## config.mk

```make
export PLATFORM = sky130hd
export DESIGN_NAME = utf8_cyrillic_lowercase_filter_top
export DESIGN_NICKNAME = d
export VERILOG_FILES = /design/src/hdl/uclf_pkg.sv /design/src/hdl/uclf_front.sv /design/src/hdl/uclf_queue.sv /design/src/hdl/uclf_back.sv /design/src/hdl/utf8_cyrillic_lowercase_filter_top.sv
export VERILOG_INCLUDE_DIRS = /design/src /design/src/hdl
export SDC_FILE = /design/constraint.sdc
export NUM_CORES = 1
export LEC_CHECK = 0
export CORE_UTILIZATION = 50
export CTS_CLUSTER_SIZE = 8
export DETAILED_ROUTE_END_ITERATION = 12
export DONT_BUFFER_PORTS = 1
export GPL_TIMING_DRIVEN = 0
export MAX_ROUTING_LAYER = met4
export PLACE_DENSITY_LB_ADDON = 0.08
export SKIP_CTS_REPAIR_TIMING = 1
export SLEW_MARGIN = 20
export SYNTH_ARGS = -nofsm -noshare
export SYNTH_HDL_FRONTEND = slang
export SYNTH_SLANG_ARGS = --single-unit
```

## constraint.sdc

```tcl
create_clock -name i_clk -period 8.63 [get_ports i_clk]
set_input_delay 1.2945 -clock i_clk [delete_from_list [all_inputs] [get_ports i_clk]]
set_output_delay 1.2945 -clock i_clk [all_outputs]
set_load 0.03 [all_outputs]
```

## src/hdl/utf8_cyrillic_lowercase_filter_top_assert.svh

```systemverilog
// ----------------------------------------------------------------------------
// utf8 cyrillic lowercase filter assertion macros
// clocked property checks shared by the rtl; UCLF_ASSERT is disabled while in reset
// ----------------------------------------------------------------------------
`ifndef UTF8_CYRILLIC_LOWERCASE_FILTER_TOP_ASSERT_SVH
`define UTF8_CYRILLIC_LOWERCASE_FILTER_TOP_ASSERT_SVH

// implication check on the rising clock edge, off during reset
`define UCLF_ASSERT(lbl, prop, msg) \
    lbl: assert property (@(posedge i_clk) disable iff (!i_rst_n) prop) else $error(msg);

// same check, also evaluated while reset is held
`define UCLF_ASSERT_ALWAYS(lbl, prop, msg) \
    lbl: assert property (@(posedge i_clk) prop) else $error(msg);

`endif

```

## src/hdl/uclf_pkg.sv

```systemverilog
// ----------------------------------------------------------------------------
// uclf_pkg
// shared types, code point constants and helpers of the cyrillic filter
// ----------------------------------------------------------------------------
`timescale 1ns / 1ps
`default_nettype none

package uclf_pkg;

    // code point as assembled from one or two input bytes
    localparam int CP_W = 11;
    typedef logic [CP_W-1:0] t_cp;

    localparam t_cp CP_CAP_FIRST = 11'h410;
    localparam t_cp CP_CAP_LAST  = 11'h42F;
    localparam t_cp CP_CAP_YO    = 11'h401;
    localparam t_cp CP_LOW_YO    = 11'h451;
    localparam t_cp CP_LOW_FIRST = 11'h430;
    localparam t_cp CP_LOW_LAST  = 11'h44F;
    localparam t_cp CP_SPACE     = 11'h020;
    localparam t_cp CP_PERIOD    = 11'h02E;
    localparam t_cp CP_COMMA     = 11'h02C;
    localparam t_cp CP_EXCL      = 11'h021;
    localparam t_cp CP_QUEST     = 11'h03F;
    localparam t_cp CP_ASCII_MAX = 11'h07F;
    localparam t_cp CP_CASE_OFS  = 11'h020;

    localparam logic [7:0] LEAD_MARK = 8'hC0;
    localparam logic [7:0] CONT_MARK = 8'h80;
    localparam logic [2:0] LEAD_TAG  = 3'b110;

    // default depth of the queue between decoder and encoder
    localparam int QUEUE_DEPTH = 4;

    // read side of the code point queue
    typedef struct packed {
        logic valid;
        t_cp  cp;
    } t_q_rd;

    // fold capitals and yo to lower case
    function automatic t_cp fold_cp(input t_cp cp);
        t_cp res;
        res = cp;
        if (cp >= CP_CAP_FIRST && cp <= CP_CAP_LAST) begin
            res = cp + CP_CASE_OFS;
        end else if (cp == CP_CAP_YO) begin
            res = CP_LOW_YO;
        end
        return res;
    endfunction

    // set of code points that are passed on
    function automatic logic cp_is_kept(input t_cp cp);
        return (cp >= CP_LOW_FIRST && cp <= CP_LOW_LAST) || cp == CP_LOW_YO ||
               cp == CP_SPACE || cp == CP_PERIOD || cp == CP_COMMA ||
               cp == CP_EXCL || cp == CP_QUEST;
    endfunction

endpackage

`default_nettype wire

```

## src/hdl/uclf_front.sv

```systemverilog
// ----------------------------------------------------------------------------
// uclf_front
// byte decoder: joins two-byte sequences, folds case and filters code points
// ----------------------------------------------------------------------------
`timescale 1ns / 1ps
`default_nettype none

module uclf_front import uclf_pkg::*; (
    input  wire logic       i_clk,
    input  wire logic       i_rst_n,
    input  wire logic       i_s_tvalid,
    output logic            o_s_tready,
    input  wire logic [7:0] i_s_tdata,      // [7:0] in_byte
    input  wire logic       i_s_tlast,      // end_of_text
    input  wire logic       i_q_full,
    output logic            o_q_push,
    output t_cp             o_q_cp,
    output logic            o_lead_pending
);

    logic       r_lead_pending, n_lead_pending;
    logic [4:0] r_lead_bits, n_lead_bits;
    logic       w_accept;
    logic       w_has_cp;
    t_cp        w_raw_cp;
    t_cp        w_cp;

    assign o_s_tready     = !i_q_full;
    assign w_accept       = i_s_tvalid && o_s_tready;
    assign o_lead_pending = r_lead_pending;

    // assemble the code point of this byte
    always_comb begin
        w_has_cp = 1'b0;
        w_raw_cp = '0;
        if (r_lead_pending) begin
            w_has_cp = 1'b1;
            w_raw_cp = {r_lead_bits, i_s_tdata[5:0]};
        end else if (!i_s_tdata[7]) begin
            w_has_cp = 1'b1;
            w_raw_cp = {3'b000, i_s_tdata};
        end
    end

    assign w_cp     = fold_cp(w_raw_cp);
    assign o_q_cp   = w_cp;
    assign o_q_push = w_accept && w_has_cp && cp_is_kept(w_cp);

    // pending lead: any accepted byte consumes it, a lead on end of text is dropped
    always_comb begin
        n_lead_pending = r_lead_pending;
        n_lead_bits    = r_lead_bits;
        if (w_accept) begin
            if (r_lead_pending) begin
                n_lead_pending = 1'b0;
                n_lead_bits    = '0;
            end else if (i_s_tdata[7:5] == LEAD_TAG && !i_s_tlast) begin
                n_lead_pending = 1'b1;
                n_lead_bits    = i_s_tdata[4:0];
            end
        end
    end

    always_ff @(posedge i_clk) begin
        if (!i_rst_n) begin
            r_lead_pending <= 1'b0;
            r_lead_bits    <= '0;
        end else begin
            r_lead_pending <= n_lead_pending;
            r_lead_bits    <= n_lead_bits;
        end
    end

endmodule

`default_nettype wire

```

## src/hdl/uclf_queue.sv

```systemverilog
// ----------------------------------------------------------------------------
// uclf_queue
// short fifo of kept code points between decoder and encoder
// ----------------------------------------------------------------------------
`timescale 1ns / 1ps
`default_nettype none

module uclf_queue import uclf_pkg::*; #(
    parameter int Depth = QUEUE_DEPTH
) (
    input  wire logic i_clk,
    input  wire logic i_rst_n,
    input  wire logic i_push,
    input  wire t_cp  i_push_cp,
    output logic      o_full,
    output t_q_rd     o_rd,
    input  wire logic i_pop
);

    localparam int PtrW = (Depth > 1) ? $clog2(Depth) : 1;
    localparam int CntW = $clog2(Depth + 1);

    t_cp             r_mem [Depth];
    logic [PtrW-1:0] r_wr_ptr, n_wr_ptr;
    logic [PtrW-1:0] r_rd_ptr, n_rd_ptr;
    logic [CntW-1:0] r_count, n_count;
    logic            w_push, w_pop;

    assign o_full   = (r_count == CntW'(Depth));
    assign o_rd     = '{valid: (r_count != '0), cp: r_mem[r_rd_ptr]};
    assign w_push   = i_push && !o_full;
    assign w_pop    = i_pop && o_rd.valid;

    // pointer and fill bookkeeping
    always_comb begin
        n_wr_ptr = r_wr_ptr;
        n_rd_ptr = r_rd_ptr;
        n_count  = r_count;
        if (w_push) begin
            n_wr_ptr = (r_wr_ptr == PtrW'(Depth - 1)) ? '0 : r_wr_ptr + 1'b1;
        end
        if (w_pop) begin
            n_rd_ptr = (r_rd_ptr == PtrW'(Depth - 1)) ? '0 : r_rd_ptr + 1'b1;
        end
        if (w_push && !w_pop) begin
            n_count = r_count + 1'b1;
        end else if (w_pop && !w_push) begin
            n_count = r_count - 1'b1;
        end
    end

    always_ff @(posedge i_clk) begin
        if (!i_rst_n) begin
            r_wr_ptr <= '0;
            r_rd_ptr <= '0;
            r_count  <= '0;
        end else begin
            r_wr_ptr <= n_wr_ptr;
            r_rd_ptr <= n_rd_ptr;
            r_count  <= n_count;
        end
    end

    // entry storage
    always_ff @(posedge i_clk) begin
        if (w_push) begin
            r_mem[r_wr_ptr] <= i_push_cp;
        end
    end

endmodule

`default_nettype wire

```

## src/hdl/uclf_back.sv

```systemverilog
// ----------------------------------------------------------------------------
// uclf_back
// utf-8 encoder: turns queued code points into one or two output bytes
// ----------------------------------------------------------------------------
`timescale 1ns / 1ps
`default_nettype none

module uclf_back import uclf_pkg::*; (
    input  wire logic i_clk,
    input  wire logic i_rst_n,
    input  wire t_q_rd i_rd,
    output logic      o_pop,
    output logic      o_m_tvalid,
    input  wire logic i_m_tready,
    output logic [7:0] o_m_tdata,    // [7:0] out_byte
    output logic      o_m_tlast      // last_of_run
);

    logic       r_valid, n_valid;
    logic [7:0] r_byte, n_byte;
    logic       r_last, n_last;
    logic       r_sec_pend, n_sec_pend;
    logic [7:0] r_sec_byte, n_sec_byte;
    logic       w_load;

    // output register is free or being emptied this cycle
    assign w_load = !r_valid || i_m_tready;
    assign o_pop  = w_load && !r_sec_pend && i_rd.valid;

    always_comb begin
        n_valid    = r_valid;
        n_byte     = r_byte;
        n_last     = r_last;
        n_sec_pend = r_sec_pend;
        n_sec_byte = r_sec_byte;
        if (w_load) begin
            if (r_sec_pend) begin
                // continuation byte of a two-byte item
                n_valid    = 1'b1;
                n_byte     = r_sec_byte;
                n_last     = 1'b1;
                n_sec_pend = 1'b0;
            end else if (i_rd.valid) begin
                n_valid = 1'b1;
                if (i_rd.cp <= CP_ASCII_MAX) begin
                    n_byte = i_rd.cp[7:0];
                    n_last = 1'b1;
                end else begin
                    n_byte     = LEAD_MARK | {3'b000, i_rd.cp[10:6]};
                    n_last     = 1'b0;
                    n_sec_pend = 1'b1;
                    n_sec_byte = CONT_MARK | {2'b00, i_rd.cp[5:0]};
                end
            end else begin
                n_valid = 1'b0;
            end
        end
    end

    always_ff @(posedge i_clk) begin
        if (!i_rst_n) begin
            r_valid    <= 1'b0;
            r_sec_pend <= 1'b0;
        end else begin
            r_valid    <= n_valid;
            r_sec_pend <= n_sec_pend;
        end
    end

    // payload
    always_ff @(posedge i_clk) begin
        r_byte     <= n_byte;
        r_last     <= n_last;
        r_sec_byte <= n_sec_byte;
    end

    assign o_m_tvalid = r_valid;
    assign o_m_tdata  = r_byte;
    assign o_m_tlast  = r_last;

endmodule

`default_nettype wire

```

## src/hdl/utf8_cyrillic_lowercase_filter_top.sv

```systemverilog
// ----------------------------------------------------------------------------
// utf8_cyrillic_lowercase_filter_top
// utf-8 byte filter keeping lower-case cyrillic and a few punctuation marks
// ----------------------------------------------------------------------------
// channel   dir  tdata          tuser  tlast
// s_*       in   [7:0] in_byte  -      end_of_text
// m_*       out  [7:0] out_byte -      last_of_run
//
// one input byte is taken per cycle while the code point queue has room.
// each kept code point leaves as one or two bytes, one byte per cycle while
// the output is taken, from the output register; the code point is queued
// first and its first byte is then loaded into the output register.
// the decoder and encoder are parted by a Depth-entry queue, so an output
// stall backs up into the input only once the queue is full.
// reset is synchronous active low and clears the lead, queue and output.
// ----------------------------------------------------------------------------
`timescale 1ns / 1ps
`default_nettype none

module utf8_cyrillic_lowercase_filter_top import uclf_pkg::*; #(
    parameter int Depth = QUEUE_DEPTH
) (
    input  wire logic       i_clk,
    input  wire logic       i_rst_n,
    input  wire logic       s_tvalid,
    output logic            s_tready,
    input  wire logic [7:0] s_tdata,    // [7:0] in_byte
    input  wire logic       s_tlast,    // end_of_text
    output logic            m_tvalid,
    input  wire logic       m_tready,
    output logic [7:0]      m_tdata,    // [7:0] out_byte
    output logic            m_tlast     // last_of_run
);

`include "utf8_cyrillic_lowercase_filter_top_assert.svh"

    logic  w_q_full;
    logic  w_q_push;
    t_cp   w_q_cp;
    t_q_rd w_q_rd;
    logic  w_q_pop;
    logic  w_lead_pending;
    logic  w_m_take;
    logic  w_m_lead;
    logic  w_m_cont;
    logic  w_lead_in;

    // decoder
    uclf_front u_front (
        .i_clk          (i_clk),
        .i_rst_n        (i_rst_n),
        .i_s_tvalid     (s_tvalid),
        .o_s_tready     (s_tready),
        .i_s_tdata      (s_tdata),
        .i_s_tlast      (s_tlast),
        .i_q_full       (w_q_full),
        .o_q_push       (w_q_push),
        .o_q_cp         (w_q_cp),
        .o_lead_pending (w_lead_pending)
    );

    // code point queue
    uclf_queue #(
        .Depth (Depth)
    ) u_queue (
        .i_clk     (i_clk),
        .i_rst_n   (i_rst_n),
        .i_push    (w_q_push),
        .i_push_cp (w_q_cp),
        .o_full    (w_q_full),
        .o_rd      (w_q_rd),
        .i_pop     (w_q_pop)
    );

    // encoder
    uclf_back u_back (
        .i_clk      (i_clk),
        .i_rst_n    (i_rst_n),
        .i_rd       (w_q_rd),
        .o_pop      (w_q_pop),
        .o_m_tvalid (m_tvalid),
        .i_m_tready (m_tready),
        .o_m_tdata  (m_tdata),
        .o_m_tlast  (m_tlast)
    );

    // terms used by the checks
    assign w_m_take  = m_tvalid && m_tready;
    assign w_m_lead  = m_tvalid && !m_tlast;
    assign w_m_cont  = m_tvalid && m_tlast && (m_tdata[7:6] == CONT_MARK[7:6]);
    assign w_lead_in = s_tvalid && s_tready && !w_lead_pending &&
                       (s_tdata[7:5] == LEAD_TAG) && !s_tlast;

    // checks
    `UCLF_ASSERT(a_no_push_full, w_q_push |-> !w_q_full, "push into full queue")
    `UCLF_ASSERT(a_lead_shape, w_m_lead |-> (m_tdata[7:5] == LEAD_TAG), "bad lead byte")
    `UCLF_ASSERT(a_cont_follows, (w_m_take && !m_tlast) |=> w_m_cont, "missing continuation")
    `UCLF_ASSERT(a_lead_held, w_lead_in |=> w_lead_pending, "lead not held")

endmodule

`default_nettype wire

```

==> impl_metrics.csv <==
group,metric,value,unit
status,status,"complete, but fails checks",
status,violated_checks,"DRC",
setup_path,worst_setup_path_end_kind,"register",
global_routing,gr-usage-met2,30.2,%
finish,final_nets,280,
setup_path,timing.critical_path.cells,"nand2b_4, buf_6, nand2_1, inv_1, ha_1, a21o_1, a22oi_1, a2bb2oi_2, or2_1, buf_6, o21ai_1, nor4_1, nor4b_4, ha_1, inv_1, fa_1, xor2_1, or3_1, a21boi_0",
finish,syn_to_final_growth,9.50,%
global_routing,grtUsageMet3,4.67,%
timing,period_minus_slack,4840,ps
clock_tree,cts_inserted_buffers,9,
global_routing,grtUsageMet1,22.2,%
synth,synth_top_cell_by_area,"sky130_fd_sc_hd__edfxtp_1",
floorplan,design.portCount,24,
synth,syn_nets,269,
synth,synth_compound_area_share,8.23,%
power,leakagePower,1.30,nW
timing,fin_tns_setup,0,ps
clock_tree,worstSkewPairLatency,350,ps
setup_path,r2r_start,"u_front.o_lead_pending",
worst_hold_path,hold_start,"u_queue.r_wr_ptr[1]",
drt,routed_len_inst,17.2,um
setup_path,critical_path_arrival,5110,ps
drt,drt-initial-drc-count,102,
drt,dr_total_vias,1923,
floorplan,design.die.area,7210,um2
setup_path,reg2reg_slack,4160,ps
finish,n_fill_cell,516,
floorplan,die_w,84.9,um
worst_hold_path,hold_crit_path_type,"register to register",
finish,antennaDiodeCount,0,
synth,post-synth-top-count-cell,"sky130_fd_sc_hd__edfxtp_1",
setup_path,max_stage_delay_on_crit_path,510,ps
setup_path,r2r.worst_path.cells,20,
drt,ant_nets,0,
drt,wl,5.84,mm
setup_path,timing.rr.end,"u_queue.r_count[2]",
timing,timing.final.setup_violations,0,
drt,avgViaCountPerCell,5.67,
timing,postLayoutSetupSlackWorst,3790,ps
synth,sequential_cell_area_fraction_in_the_yosys_report,61.5,%
power,powerDensity,268,nW/um2
worst_hold_path,worst_hold_path.num_cells,2,
power,power.ir.vdd_worst,80.0,uV
setup_path,crit_required,8900,ps
clock_tree,clock_sink_count,76,
synth,yosys-top-cells-area,"sky130_fd_sc_hd__edfxtp_1 (52%), sky130_fd_sc_hd__dfxtp_1 (9.9%), sky130_fd_sc_hd__mux4_2 (7.2%)",
synth,asr_flop_ratio_synth,0,%
setup_path,cp-start-kind,"primary input",
timing,finalHoldViolations,0,
floorplan,placement_rows,29,
synth,synth.lib_cells_used.distinct,48,
setup_path,critical-path-slowest-cell,"sky130_fd_sc_hd__nor4b_4",
synth,post_synth_fa_ha_maj_area_fraction,3.86,%
setup_path,worstSetupPathType,"primary input to register",
setup_path,critPathTopFamily,"simple AND/OR/NAND/NOR gates",
setup_path,crit_fanout,10,
drt,first_pass_iters,8,
timing,timing.slew.headroom,40.8,%
clock_tree,cts_root_buffer,"sky130_fd_sc_hd__clkbuf_8",
synth,post_synthesis_mux_area_share,8.67,%
finish,final_layout_size_suffix_gt1_share,16.8,%
setup_path,timing.critical_path.buf_inv,4,
global_routing,global_route_wire_length_before_repair,9.51,mm
synth,syn-cell-area,3440,um2
placed_design,post_dp_cell_area,3530,um2
timing,fmaxAchievable,0.207,GHz
global_routing,grt.busiest_layer,"met2",
synth,synth_cells,246,
drt,drc,3,
global_routing,grtUsageTotal,18.6,%
finish,post-route-cell-area,3760,um2
clock_tree,worst_setup_hold_path_clk_slew,80,ps
power,total_power,1.01,mW
run,maxCapViolations,0,
placed_design,sum_of_net_half_perimeters_after_detailed_placement,4.16,mm
synth,flip_flop_and_latch_count_after_synthesis,76,
synth,synth_edf_count,59,
synth,yosys_most_used_dff,"sky130_fd_sc_hd__edfxtp_1",
floorplan,die-height,84.9,um
synth,synth_top_family_by_area,"simple AND/OR/NAND/NOR gates",
timing,clock-skew-final,14.2,ps
clock_tree,cts-htree-levels,3,
global_routing,grt_start_max_net_pins,14,
timing,post-route-period-util,56.1,%
synth,synth.top_cell.area_share,51.6,%
global_routing,global_route.overflow_total,0,
synth,syn_area_per_cell,14.0,um2
placed_design,place_worst_setup_slack,3450,ps
synth,yosysWarningCount,0,
synth,yosys-top-cells-count,"sky130_fd_sc_hd__edfxtp_1 (59), sky130_fd_sc_hd__nand2_1 (18), sky130_fd_sc_hd__dfxtp_1 (17), sky130_fd_sc_hd__and2_1 (12), sky130_fd_sc_hd__nor2b_1 (12)",
timing,transition_time_at_the_pin_with_the_least_slew_margin,881,ps
timing,unrepaired_setup_endpoints_after_global_routing,"false",
synth,post_synth_and_or_nand_nor_area_fraction,14.1,%
global_routing,grt_pass1_vias,1936,
placed_design,placed_cells_incl_taps,323,
placed_design,portBuffers,0,
floorplan,start_util,52.9,%
worst_hold_path,min_delay_worst_endpoint,"u_queue.r_wr_ptr[1]",
floorplan,core_area,6490,um2
finish,final_non_filler_cell_total,339,
synth,post_synth_xor_area_fraction,0.765,%
timing,drv_slew,0,
clock_tree,tritoncts,"built",
global_routing,number_of_antenna_violations_at_the_first_check_in_global_routing,0,
placed_design,globalplace.congestion,0.846,
clock_tree,ctsLongestPathBuffers,2,
where the power goes:
part | leakage [nW] | internal, mW | switching (mW) | total, mW
clock network | 0.117 | 0.169 | 0.127 | 0.296
registers | 0.699 | 0.467 | 0.0651 | 0.532
logic | 0.485 | 0.0740 | 0.107 | 0.181
final cells by class:
cell class	count	area, um2	share of cell area, %
clock buffers	12	178	4.72
inverters	11	41.3	1.10
well taps	77	96.3	2.56
clock inverters	4	52.6	1.40
multi-input cells	150	1220	32.6
plain buffers	9	57.6	1.53
flip-flops and latches	76	2110	56.1
stage by stage:
step / util, % / hold WS (ps)
CTS: 57.9 / 506
floorplan: - / 468
finish: 57.9 / 503
global placement: 54.4 / 490
global route: 57.9 / 537
detailed placement: 54.4 / 495
cells by family (layout without fill, tap and decap cells):
group / Yosys count / in the layout
AND/OR/NAND/NOR: 80 / 80
flip-flops: 76 / 76
AO/OA/AOI/OAI: 41 / 41
buffers and inverters: 20 / 36
multiplexers: 16 / 16
adder cells (fa/ha/maj): 10 / 10
XOR/XNOR: 3 / 3
tightest hold or removal path: cells and delay by family (launching register included):
| family | cells | cell delay [ps] |
|---|---|---|
| flops | 1 | 340 |
| simple gates | 1 | 60 |
| mux | 1 | 50 |
worst max-delay path by stage:
stage | from | slack, ps | endpoint | cells past startpoint
floorplan | s_tdata[7] | 4060 | u_queue.r_count[2] | 19
global placement | s_tdata[7] | 3510 | u_queue.r_count[2] | 19
detailed placement | s_tdata[7] | 3450 | u_queue.r_count[2] | 19
CTS | s_tdata[7] | 3810 | u_queue.r_count[2] | 19
global route | s_tdata[7] | 3420 | u_queue.r_count[2] | 19
finish | s_tdata[7] | 3790 | u_queue.r_count[2] | 19
flip-flops by register name, summed over array words and instances (netlist names), named ones only:
signal and cells:
u_queue.r_mem 44, u_back.o_m_tdata 8, u_back.r_sec_byte 6, u_front.r_lead_bits 5
u_queue.r_count 3, u_queue.r_rd_ptr 2, u_queue.r_wr_ptr 2, u_back.o_m_tlast 1
u_back.o_m_tvalid 1, u_back.r_sec_pend 1, u_front.o_lead_pending 1
placed cells by master (no fill, tap or decap), types with 2 or more instances in the layout:
master / count
sky130_fd_sc_hd__clkbuf_16: 2
sky130_fd_sc_hd__a21oi_1: 10
sky130_fd_sc_hd__mux2i_1: 5
sky130_fd_sc_hd__nand2_1: 18
sky130_fd_sc_hd__a2bb2oi_2: 2
sky130_fd_sc_hd__nor3_1: 5
sky130_fd_sc_hd__clkbuf_8: 9
sky130_fd_sc_hd__and2_1: 12
sky130_fd_sc_hd__nand3_1: 3
sky130_fd_sc_hd__dfxtp_1: 17
sky130_fd_sc_hd__xnor2_1: 2
sky130_fd_sc_hd__or2_2: 2
sky130_fd_sc_hd__mux4_2: 11
sky130_fd_sc_hd__nor4_1: 2
sky130_fd_sc_hd__nor2b_1: 12
sky130_fd_sc_hd__clkinv_4: 2
sky130_fd_sc_hd__a21boi_0: 2
sky130_fd_sc_hd__ha_1: 9
sky130_fd_sc_hd__buf_6: 3
sky130_fd_sc_hd__inv_1: 11
sky130_fd_sc_hd__clkbuf_1: 6
sky130_fd_sc_hd__or3_1: 3
sky130_fd_sc_hd__a211oi_1: 2
sky130_fd_sc_hd__edfxtp_1: 59
sky130_fd_sc_hd__a21o_1: 3
sky130_fd_sc_hd__o21ai_0: 8
sky130_fd_sc_hd__a22oi_1: 7
sky130_fd_sc_hd__nor2_1: 10
layer usage:
metal,vias to the layer above,wire [um]
li1,937,-
met1,940,2640
met2,36,2910
met3,10,157
met4,0,132
met5,-,0
No activity file was read; power rests on OpenSTA's default activity.
